`config.mk`:
```
export PLATFORM = sky130hd
export DESIGN_NAME = sql_token_scanner_unit
export DESIGN_NICKNAME = d
export VERILOG_FILES = /design/src/sts_pkg.sv /design/src/sql_token_scanner_unit.sv
export SDC_FILE = /design/constraint.sdc
export NUM_CORES = 1
export LEC_CHECK = 0
export BUFFER_PORTS_ARGS = -buffer_cell sky130_fd_sc_hd__buf_2
export CAP_MARGIN = 20
export CORE_MARGIN = 2
export CORE_UTILIZATION = 25
export DETAILED_ROUTE_END_ITERATION = 8
export HOLD_SLACK_MARGIN = 0.05
export SLEW_MARGIN = 20
export SYNTH_ARGS = -nofsm -noshare
export SYNTH_HDL_FRONTEND = slang
export SYNTH_SLANG_ARGS = --single-unit
```
`constraint.sdc`:
```
create_clock -name aclk -period 5.1 [get_ports aclk]
set_input_delay 0.765 -clock aclk [delete_from_list [all_inputs] [get_ports aclk]]
set_output_delay 0.765 -clock aclk [all_outputs]
set_load 0.03 [all_outputs]
```
`src/sts_pkg.sv`:
```
// Package for the SQL token scanner: token kinds, sizing constants, the
// keyword table and the byte-class helpers. No dependencies.
`default_nettype none

package sts_pkg;

    // Sizing constants.
    localparam int MAX_STATEMENT_BYTES = 4096;
    localparam int TOKEN_LENGTH_LIMIT  = 255;
    localparam int POS_W               = $clog2(MAX_STATEMENT_BYTES);
    localparam int RUN_W               = $clog2(TOKEN_LENGTH_LIMIT + 1);
    localparam int PREFIX_DEPTH        = 9;
    localparam int PREFIX_BITS         = 8 * PREFIX_DEPTH;
    localparam int IDX_W               = $clog2(PREFIX_DEPTH + 1);
    localparam int NUM_KW              = 30;
    localparam int FIFO_DEPTH          = 4;
    localparam int FPTR_W              = $clog2(FIFO_DEPTH);
    localparam int FCNT_W              = $clog2(FIFO_DEPTH + 1);

    // Field widths of a result.
    localparam int KIND_W  = 6;
    localparam int START_W = 12;
    localparam int LEN_W   = 8;

    // Token kinds.
    localparam logic [KIND_W-1:0] K_ERROR  = 6'd0;
    localparam logic [KIND_W-1:0] K_IDENT  = 6'd31;
    localparam logic [KIND_W-1:0] K_NUMBER = 6'd32;
    localparam logic [KIND_W-1:0] K_LT     = 6'd33;
    localparam logic [KIND_W-1:0] K_LE     = 6'd34;
    localparam logic [KIND_W-1:0] K_GT     = 6'd35;
    localparam logic [KIND_W-1:0] K_GE     = 6'd36;
    localparam logic [KIND_W-1:0] K_EQ     = 6'd37;
    localparam logic [KIND_W-1:0] K_NE     = 6'd38;
    localparam logic [KIND_W-1:0] K_AMP    = 6'd39;
    localparam logic [KIND_W-1:0] K_LPAR   = 6'd40;
    localparam logic [KIND_W-1:0] K_RPAR   = 6'd41;
    localparam logic [KIND_W-1:0] K_STAR   = 6'd42;
    localparam logic [KIND_W-1:0] K_SEMI   = 6'd43;
    localparam logic [KIND_W-1:0] K_COMMA  = 6'd44;
    localparam logic [KIND_W-1:0] K_DOT    = 6'd45;
    localparam logic [KIND_W-1:0] K_PIPE   = 6'd46;
    localparam logic [KIND_W-1:0] K_MINUS  = 6'd47;
    localparam logic [KIND_W-1:0] K_COLON  = 6'd48;
    localparam logic [KIND_W-1:0] K_END    = 6'd49;

    // Character codes.
    localparam logic [7:0] CH_NUL   = 8'h00;
    localparam logic [7:0] CH_SPACE = 8'h20;
    localparam logic [7:0] CH_LT    = 8'h3C;
    localparam logic [7:0] CH_GT    = 8'h3E;
    localparam logic [7:0] CH_BANG  = 8'h21;
    localparam logic [7:0] CH_EQ    = 8'h3D;

    // Keywords, first character in the top byte, padded with zero bytes.
    localparam logic [PREFIX_BITS-1:0] KW_TABLE [NUM_KW] = '{
        {"select", 24'h0}, {"insert", 24'h0}, {"delete", 24'h0},
        {"from", 40'h0}, {"into", 40'h0}, {"where", 32'h0},
        {"group", 32'h0}, {"by", 56'h0}, {"between", 16'h0},
        {"and", 48'h0}, {"or", 56'h0}, {"primary", 16'h0},
        {"like", 40'h0}, {"values", 24'h0}, {"order", 32'h0},
        {"mean", 40'h0}, {"max", 48'h0}, {"min", 48'h0},
        {"count", 32'h0}, {"as", 56'h0}, {"time", 40'h0},
        {"create", 24'h0}, {"database", 8'h0}, {"table", 32'h0},
        {"use", 48'h0}, {"int", 48'h0}, {"float", 32'h0},
        {"double", 24'h0}, {"timestamp"}, {"varchar", 16'h0}
    };

    // One result as it waits in the output queue.
    typedef struct packed {
        logic [KIND_W-1:0]  kind;
        logic [START_W-1:0] start_res;
        logic [LEN_W-1:0]   length;
        logic               too_long;
        logic               last;
    } token_t;

    function automatic logic is_letter(input logic [7:0] c);
        return ((c >= 8'h61) && (c <= 8'h7A)) || ((c >= 8'h41) && (c <= 8'h5A));
    endfunction

    function automatic logic is_digit(input logic [7:0] c);
        return (c >= 8'h30) && (c <= 8'h39);
    endfunction

    // Keyword code of a short run, or identifier when nothing matches.
    function automatic logic [KIND_W-1:0] kw_lookup(input logic [PREFIX_BITS-1:0] p);
        logic [KIND_W-1:0] r;
        r = K_IDENT;
        for (int k = 0; k < NUM_KW; k++) begin
            if (p == KW_TABLE[k]) begin
                r = KIND_W'(k + 1);
            end
        end
        return r;
    endfunction

    // Kind of a single-character symbol; anything unlisted is an error.
    function automatic logic [KIND_W-1:0] symbol_kind(input logic [7:0] c);
        logic [KIND_W-1:0] r;
        case (c)
            8'h3D:   r = K_EQ;
            8'h26:   r = K_AMP;
            8'h28:   r = K_LPAR;
            8'h29:   r = K_RPAR;
            8'h2A:   r = K_STAR;
            8'h3B:   r = K_SEMI;
            8'h2C:   r = K_COMMA;
            8'h2E:   r = K_DOT;
            8'h7C:   r = K_PIPE;
            8'h2D:   r = K_MINUS;
            8'h3A:   r = K_COLON;
            default: r = K_ERROR;
        endcase
        return r;
    endfunction

endpackage

`default_nettype wire

```
`src/sql_token_scanner_unit.sv`:
```
// Results: the tokens that an accepted byte completes enter the result queue when that
// byte is accepted and leave in order on the m_ ports; a run token waits for the byte that ends it.
// Throughput: one byte per cycle while s_ready is high. Two tokens from one byte leave one after the other.
// s_ready is low while the four-entry result queue has fewer than two free entries.
// Reset (aresetn low at a clock edge): scanner idle, offset zero, result queue empty.
`default_nettype none

module sql_token_scanner_unit (
    input  wire logic                       aclk,
    input  wire logic                       aresetn,
    input  wire logic                       s_valid,
    output logic                            s_ready,
    input  wire logic [7:0]                 s_ch,
    output logic                            m_valid,
    input  wire logic                       m_ready,
    output logic [sts_pkg::KIND_W-1:0]      m_kind,
    output logic [sts_pkg::START_W-1:0]     m_start_res,
    output logic [sts_pkg::LEN_W-1:0]       m_length,
    output logic                            m_too_long,
    output logic                            m_last
);
    import sts_pkg::*;

    // Scanner mode: idle between tokens, inside a run, or holding a character
    // that may pair with a following '='.
    typedef enum logic [2:0] {
        M_IDLE,
        M_IDENT,
        M_NUMBER,
        M_LT,
        M_GT,
        M_BANG
    } mode_t;

    // Scanner state.
    mode_t                    mode_reg, mode_next;
    logic [PREFIX_BITS-1:0]   prefix_reg, prefix_next;
    logic [RUN_W-1:0]         run_len_reg, run_len_next;
    logic [POS_W-1:0]         pos_reg, pos_next;
    logic [POS_W-1:0]         tok_start_reg, tok_start_next;
    logic                     ovf_reg, ovf_next;

    // Result queue.
    token_t                   fifo_reg [FIFO_DEPTH];
    logic [FPTR_W-1:0]        wr_ptr_reg, rd_ptr_reg;
    logic [FCNT_W-1:0]        count_reg;

    // Up to two results from the byte on s_ch.
    token_t                   res [2];
    logic [1:0]               n_res;

    logic                     accept;
    logic                     pop;

    // A new byte is taken whenever the queue has room for both of its
    // possible results; this does not depend on the result side.
    assign s_ready = (count_reg <= FCNT_W'(FIFO_DEPTH - 2));
    assign accept  = s_valid && s_ready;

    assign m_valid     = (count_reg != '0);
    assign pop         = m_valid && m_ready;
    assign m_kind      = fifo_reg[rd_ptr_reg].kind;
    assign m_start_res = fifo_reg[rd_ptr_reg].start_res;
    assign m_length    = fifo_reg[rd_ptr_reg].length;
    assign m_too_long  = fifo_reg[rd_ptr_reg].too_long;
    assign m_last      = fifo_reg[rd_ptr_reg].last;

    // Single-pass scan of one byte. The token that the byte closes, if any, comes first;
    // a byte that closes a token without pairing with it is then scanned as if nothing were pending.
    always_comb begin
        token_t             pend;
        token_t             fresh;
        logic               pend_v;
        logic               fresh_v;
        logic               rescan;
        logic               extend;
        logic [KIND_W-1:0]  run_kind;

        mode_next      = mode_reg;
        prefix_next    = prefix_reg;
        run_len_next   = run_len_reg;
        pos_next       = pos_reg;
        tok_start_next = tok_start_reg;
        ovf_next       = ovf_reg;

        pend     = '0;
        fresh    = '0;
        pend_v   = 1'b0;
        fresh_v  = 1'b0;
        rescan   = 1'b0;
        extend   = 1'b0;

        // A run longer than the prefix can never be a keyword.
        if (ovf_reg || (run_len_reg > RUN_W'(PREFIX_DEPTH))) begin
            run_kind = K_IDENT;
        end else begin
            run_kind = kw_lookup(prefix_reg);
        end

        pend.start_res = START_W'(tok_start_reg);

        unique case (mode_reg)
            M_IDENT: begin
                if (is_letter(s_ch) || is_digit(s_ch)) begin
                    extend = 1'b1;
                end else begin
                    pend_v        = 1'b1;
                    pend.kind     = run_kind;
                    pend.length   = LEN_W'(run_len_reg);
                    pend.too_long = ovf_reg;
                    rescan        = 1'b1;
                end
            end
            M_NUMBER: begin
                if (is_digit(s_ch)) begin
                    extend = 1'b1;
                end else begin
                    pend_v        = 1'b1;
                    pend.kind     = K_NUMBER;
                    pend.length   = LEN_W'(run_len_reg);
                    pend.too_long = ovf_reg;
                    rescan        = 1'b1;
                end
            end
            M_LT, M_GT, M_BANG: begin
                pend_v = 1'b1;
                if (s_ch == CH_EQ) begin
                    pend.kind   = (mode_reg == M_LT) ? K_LE :
                                  (mode_reg == M_GT) ? K_GE : K_NE;
                    pend.length = LEN_W'(2);
                    mode_next   = M_IDLE;
                end else begin
                    // A '!' on its own is an error token.
                    pend.kind   = (mode_reg == M_LT) ? K_LT :
                                  (mode_reg == M_GT) ? K_GT : K_ERROR;
                    pend.length = LEN_W'(1);
                    rescan      = 1'b1;
                end
            end
            default: begin
                rescan = 1'b1;
            end
        endcase

        // Extend the current run; the length stops at the limit and the
        // overflow flag records that bytes were lost.
        if (extend) begin
            if (run_len_reg < RUN_W'(TOKEN_LENGTH_LIMIT)) begin
                for (int i = 1; i < PREFIX_DEPTH; i++) begin
                    if (run_len_reg == RUN_W'(i)) begin
                        prefix_next[PREFIX_BITS-1-8*i -: 8] = s_ch;
                    end
                end
                run_len_next = run_len_reg + RUN_W'(1);
            end else begin
                ovf_next = 1'b1;
            end
        end

        fresh.start_res = START_W'(pos_reg);

        if (rescan) begin
            mode_next = M_IDLE;
            if (s_ch == CH_SPACE) begin
                mode_next = M_IDLE;
            end else if (is_letter(s_ch) || is_digit(s_ch)) begin
                prefix_next                               = '0;
                prefix_next[PREFIX_BITS-1 -: 8]           = s_ch;
                run_len_next                              = RUN_W'(1);
                ovf_next                                  = 1'b0;
                tok_start_next                            = pos_reg;
                mode_next = is_letter(s_ch) ? M_IDENT : M_NUMBER;
            end else if ((s_ch == CH_LT) || (s_ch == CH_GT) || (s_ch == CH_BANG)) begin
                tok_start_next = pos_reg;
                mode_next = (s_ch == CH_LT) ? M_LT : (s_ch == CH_GT) ? M_GT : M_BANG;
            end else if (s_ch == CH_NUL) begin
                fresh_v      = 1'b1;
                fresh.kind   = K_END;
                fresh.length = '0;
            end else begin
                fresh_v      = 1'b1;
                fresh.kind   = symbol_kind(s_ch);
                fresh.length = LEN_W'(1);
            end
        end

        // The end of a statement restarts the scanner; otherwise the offset
        // advances and holds at the last offset of the longest statement.
        if (s_ch == CH_NUL) begin
            mode_next = M_IDLE;
            pos_next  = '0;
        end else if (pos_reg != POS_W'(MAX_STATEMENT_BYTES - 1)) begin
            pos_next = pos_reg + POS_W'(1);
        end

        // Pack the results in order and mark the final one.
        if (pend_v) begin
            res[0]      = pend;
            res[1]      = fresh;
            res[0].last = !fresh_v;
            res[1].last = 1'b1;
        end else begin
            res[0]      = fresh;
            res[1]      = '0;
            res[0].last = 1'b1;
        end
        n_res = 2'(pend_v) + 2'(fresh_v);
    end

    // Scanner state and result queue.
    always_ff @(posedge aclk) begin
        if (!aresetn) begin
            mode_reg      <= M_IDLE;
            prefix_reg    <= '0;
            run_len_reg   <= '0;
            pos_reg       <= '0;
            tok_start_reg <= '0;
            ovf_reg       <= 1'b0;
            wr_ptr_reg    <= '0;
            rd_ptr_reg    <= '0;
            count_reg     <= '0;
        end else begin
            if (accept) begin
                mode_reg      <= mode_next;
                prefix_reg    <= prefix_next;
                run_len_reg   <= run_len_next;
                pos_reg       <= pos_next;
                tok_start_reg <= tok_start_next;
                ovf_reg       <= ovf_next;
                if (n_res != 2'd0) begin
                    fifo_reg[wr_ptr_reg] <= res[0];
                end
                if (n_res == 2'd2) begin
                    fifo_reg[wr_ptr_reg + FPTR_W'(1)] <= res[1];
                end
                wr_ptr_reg <= wr_ptr_reg + FPTR_W'(n_res);
            end
            if (pop) begin
                rd_ptr_reg <= rd_ptr_reg + FPTR_W'(1);
            end
            count_reg <= count_reg + (accept ? FCNT_W'(n_res) : FCNT_W'(0))
                         - FCNT_W'(pop);
        end
    end

`ifndef NO_ASSERTIONS
    // The queue never holds more results than it has entries.
    a_queue_bound: assert property (@(posedge aclk) disable iff (!aresetn)
        count_reg <= FCNT_W'(FIFO_DEPTH))
        else $error("result queue over-filled");

    // A NUL byte sends the scanner back to the idle mode at offset zero.
    a_nul_restart: assert property (@(posedge aclk) disable iff (!aresetn)
        (accept && (s_ch == CH_NUL)) |=> ((pos_reg == '0) && (mode_reg == M_IDLE)))
        else $error("scanner not restarted after end of statement");

    // Overflow is only ever flagged on a run that has reached the limit.
    a_ovf_limit: assert property (@(posedge aclk) disable iff (!aresetn)
        ovf_reg |-> (run_len_reg == RUN_W'(TOKEN_LENGTH_LIMIT)))
        else $error("overflow flag set below the length limit");

    // An accepted byte that yields a result leaves at least one result queued.
    a_push_visible: assert property (@(posedge aclk) disable iff (!aresetn)
        (accept && (n_res != 2'd0)) |=> m_valid)
        else $error("token lost from the result queue");
`endif

endmodule

`default_nettype wire
```
Word-level counts from Yosys, hierarchy flattened:

Memories as Yosys holds them, arrays and structs flattened. A register that Yosys moved wholly into a read port is not among the register bits.
Cells that the tools add are included.

* register bits: 115
* bits in writable memories: 112
* word-level logic and storage cells: 228
* memories: 1

Memory list
* fifo_reg: depth 4, bits a word 28, rd ports 1, clocked after memory_dff 1, wr ports 2, line sql_token_scanner_unit.sv:44 `token_t fifo_reg [FIFO_DEPTH];`

* $add $sub $neg: 8
* order comparisons: 9
* equal/unequal tests: 60
* muxes and demuxes: 116
* bitwise logic cells: 1
* reduce and logical (&&, ||, !) cells: 23

Operator list (number)
* == test 72 x 71 -> 1 bit, second input constant: 30
* 2-to-1 mux 64 bit: 5
* 2-to-1 mux 6 bit: 40
* == test 8 x 6 -> 1 bit, second input constant: 14
* 2-to-1 mux 8 bit: 13
* one-hot mux 6 bit (11 select lines): 1
* 2-to-1 mux 56 bit: 1
* 2-to-1 mux 12 bit: 4
* == test 8 x 3 -> 1 bit, second input constant: 4
* 2-to-1 mux 1 bit: 28
* 2-to-1 mux 3 bit: 9
* one-hot mux 8 bit (3 select lines): 1
* 2-to-1 mux 9 bit: 2
* one-hot mux 6 bit (3 select lines): 1
* == test 8 x 2 -> 1 bit, second input constant: 2
* >= comparator 8 x 7 -> 1 bit, second input constant: 2
* less-or-equal comparator 8 x 7 -> 1 bit, second input constant: 2
* adder 12 x 1 -> 12 bit, second input constant: 1
* 2-to-1 mux 2 bit: 6
* != test 12 bit, second input constant: 1
* nonzero test 3 bit: 3
* adder 8 x 1 -> 8 bit, second input constant: 1
* == test 8 x 1 -> 1 bit, second input constant: 1
* == test 8 x 4 -> 1 bit, second input constant: 1
* 28 further kinds: 44

Longest topological paths before layout:

* depth in word-level cells: 35
* mapped depth: 17
* gate-level depth less buffers: 15

Worst setup path before layout:

Ideal clock, no wire load.

* kind: input -> register
* start: input s_ch[1]
* end: memory fifo_reg[1][0] (netlist name), enable pin
* library setup time: 0.375 ns
* arrival: 3.594 ns
* data required time: 4.725 ns
* setup slack: 1.132 ns
* stages: 14
* buffers on the path: 4
* cells stage by stage: or4_4 -> o22ai_2 -> o211a_4 -> a21oi_2 -> and2_4 -> buf_6 -> clkinv_2 -> buf_6 -> ha_1 -> clkbuf_1 -> a21oi_1 -> or3_1 -> clkbuf_1 -> inv_1

RTL lines
* from (decl): line sql_token_scanner_unit.sv:13 `input wire logic [7:0] s_ch,`
* to (decl): line sql_token_scanner_unit.sv:44

==> results_dict.tcl <==
set metrics [dict create \
    finish.instance_area_sq_um 14000 \
    worst_ep_required_time_ns 5.50 \
    grt_first_pass_wirelength_mm 59.9 \
    drt_wl_total_mm 38.8 \
    cts_max_level 1 \
    chipHeight_um 225 \
    synth_top_family_by_area "simple AND/OR/NAND/NOR gates" \
    crit_type "in2reg" \
    clk_pin_slew_worst_paths_ns 0.06 \
    cp_cell_sequence "buf_2 -> or4_4 -> o22ai_2 -> o211a_4 -> a21oi_2 -> and2_4 -> clkinv_2 -> ha_1 -> nand4_1 -> o21ai_1 -> a22o_1" \
    detailed_place.area_sq_um 13100 \
    final_common_cell "sky130_fd_sc_hd__dfxtp_1" \
    final.period_utilization_pct 75.7 \
    setup_repair_after_global_routing_missed_its_margin "false" \
    grt_max_degree 41 \
    avgViaCountPerCell 5.50 \
    num_rows 81 \
    sequential_element_share_of_the_synthesized_area_pct 44.1 \
    hold_path.class "reg2reg" \
    finalNetCount 1256 \
    post_synth_fa_ha_maj_area_fraction_pct 1.49 \
    cts.hold.buffers_added 0 \
    clk_path_buf_depth 3 \
    drv_slew 0 \
    multiInputGateArea_sq_um 6360 \
    cts-resized-gates 0 \
    postSynthCellCount 1219 \
    fin_total_pwr_uw 4810 \
    final-setup-viol-count 0 \
    globalRoute.totalOverflow 0 \
    initial_antenna_violation_count 1 \
    max_freq_ghz 0.259 \
    area_growth_syn_to_layout_pct 14.3 \
    synth-main-ff-cell "sky130_fd_sc_hd__dfxtp_1" \
    route.vias.total 10300 \
    timing_worst_slew_pin_value_ns 1.06 \
    critical_path.max_fanout 23 \
    die_area_sq_um 50700 \
    initial_core_util_pct 25.2 \
    numCtsBuffers 26 \
    fp.coreArea_sq_um 48500 \
    endpoint_kind "register" \
    pre_cts_ws_ns 0.725 \
    synthesis.area_sq_um 12200 \
    post_synth_and_or_nand_nor_area_fraction_pct 24.3 \
    place_congestion 0.911 \
    outcome "finished, final reports clean" \
    leakage_uw 0.00478 \
    synth_seq_cells 229 \
    detailed_place_hpwl_mm 28.4 \
    finClkSkew_ns 0.0128 \
    iter_0_drt_violations 1055 \
    seqCellArea_sq_um 5390 \
    setup_slack_after_layout_ns 1.24 \
    drt-pass1-iter-count 5 \
    setup-tns-final_ns 0 \
    timing.critical_path.buf_inv 2 \
    synth_async_sr_flop_share_pct 0 \
    routedWlPerCell_um 20.8 \
    crit_path_max_incr_delay_ns 0.69 \
    syn_avg_cell_area_sq_um 10.0 \
    dieWidth_um 225 \
    synthDominantCellAreaShare_pct 24.4 \
    layout_common_cells "sky130_fd_sc_hd__dfxtp_1 (148), sky130_fd_sc_hd__a22o_1 (140), sky130_fd_sc_hd__nor2_1 (98)" \
    via_count_of_the_first_global_routing_pass 9924 \
    postSynthNetCount 1245 \
    port_buffers 41 \
    gr-usage-all-layers_pct 15.1 \
    synth_xor_area_share_pct 1.58 \
    synth_compound_gate_area_share_pct 17.9 \
    fraction_of_layout_instances_using_a_drive_strength_above_1_pct 14.3 \
    finalCriticalPeriod_ns 3.86 \
    synth-edff-count 80 \
    largest_register_ffs 112 \
    insertedDiodeCount 0 \
    synthDistinctLibCells 85 \
    maxSlewHeadroom_pct 28.8 \
    cap_viol_max_count 0 \
    drtAntennaViolNets 0 \
    synth_warnings 0 \
    crit_path_top_delay_cell "sky130_fd_sc_hd__o21ai_1" \
    critPathTopFamily "compound AO/OA/AOI/OAI gates" \
    clock_tree.root_cell "sky130_fd_sc_hd__clkbuf_16" \
    detail_route.drc_violations 0 \
    clock_latency_on_the_worst_skew_pair_ns 0.54 \
    cts_tree "built" \
    synth_area_leader_cell "sky130_fd_sc_hd__dfxtp_1" \
    power.ir.vdd_worst_v 0.000299 \
    ys_top_cells_by_area "sky130_fd_sc_hd__dfxtp_1 (24%), sky130_fd_sc_hd__edfxtp_1 (20%), sky130_fd_sc_hd__a22o_1 (10%)" \
    numClockSinks 229 \
    filler_cell_count 5024 \
    finish.utilization_pct 28.8 \
    muxShareOfSynthArea_pct 6.72 \
    finalHoldViolations 0 \
    worstPathArrival_ns 4.26 \
    crit_path_start_kind "input pin" \
    top_level_ports 42 \
    cts_post_setup_buffers_inserted 0 \
    cellPowerDensity_nw_per_um2 344 \
]
[metrics by stage]
step	hold slack, ns	instances
finish	0.458	1871
global route	0.486	1871
CTS	0.464	1871
detailed placement	0.447	1824
global placement	0.447	1824
floorplan	0.430	1219
[synthesized netlist by cell type, types with 9 or more instances]
cell,number
sky130_fd_sc_hd__ha_1,13
sky130_fd_sc_hd__o22ai_1,21
sky130_fd_sc_hd__nand2b_1,13
sky130_fd_sc_hd__nand4_1,41
sky130_fd_sc_hd__mux2i_1,19
sky130_fd_sc_hd__nor2b_1,36
sky130_fd_sc_hd__mux4_2,28
sky130_fd_sc_hd__nor4bb_1,9
sky130_fd_sc_hd__nand2_1,70
sky130_fd_sc_hd__and3_1,13
sky130_fd_sc_hd__xor2_1,14
sky130_fd_sc_hd__nor4_1,39
sky130_fd_sc_hd__buf_2,9
sky130_fd_sc_hd__nor2_1,98
sky130_fd_sc_hd__nand3_1,57
sky130_fd_sc_hd__dfxtp_1,149
sky130_fd_sc_hd__and4b_1,9
sky130_fd_sc_hd__and2_1,26
sky130_fd_sc_hd__o21ai_0,21
sky130_fd_sc_hd__nor3_1,34
sky130_fd_sc_hd__a22o_1,140
sky130_fd_sc_hd__nor4b_1,10
sky130_fd_sc_hd__a21oi_1,23
sky130_fd_sc_hd__clkbuf_1,69
sky130_fd_sc_hd__inv_1,24
sky130_fd_sc_hd__edfxtp_1,80
[kinds of logic (layout without fill, tap and decap cells)]
family	count (synthesis)	count (layout)
simple gates	515	515
flops	229	229
mux	47	47
xor+xnor	22	22
fa+ha+maj	14	14
compound gates	278	278
buf+inv	114	144
[final cells by class]
type	instances	share of cell area (%)
sequential	229	38.6
clock buffer	36	5.44
inverter	26	0.708
multi-input combinational	876	45.5
tap	622	5.57
timing repair buffer	71	3.08
clock inverter	11	1.08
[where the power goes]
| group | total, uW | switching, uW | internal, uW | leakage (uW) |
|---|---|---|---|---|
| Combinational | 797 | 503 | 294 | 0.00236 |
| Clock | 1960 | 767 | 1200 | 0.000447 |
| Sequential | 2050 | 106 | 1940 | 0.00197 |
[metal layers]
layer / GRT usage [%] / vias to the layer above / share of wire [%]
li1: - / 4744 / -
met5: 0 / - / 0.028
met2: 24.7 / 420 / 46
met3: 2.46 / 59 / 6.6
met1: 20.9 / 5066 / 46
met4: 2.93 / 2 / 1.8
[final timing paths]
kind	startpoint	to	slack, ns	cells after the start
setup / recovery	s_ch[2]	fifo_reg[1][11]$_DFFE_PP_	1.24	11
hold / removal	prefix_reg[15]$_SDFFE_PN0P_	prefix_reg[15]$_SDFFE_PN0P_	0.46	1
hold reg to reg	prefix_reg[15]$_SDFFE_PN0P_	prefix_reg[15]$_SDFFE_PN0P_	0.46	1
setup reg to reg	mode_reg[2]$_SDFFE_PN0P_	count_reg[2]$_SDFF_PN0_	1.41	15
Power figures use the tool's default switching activity.
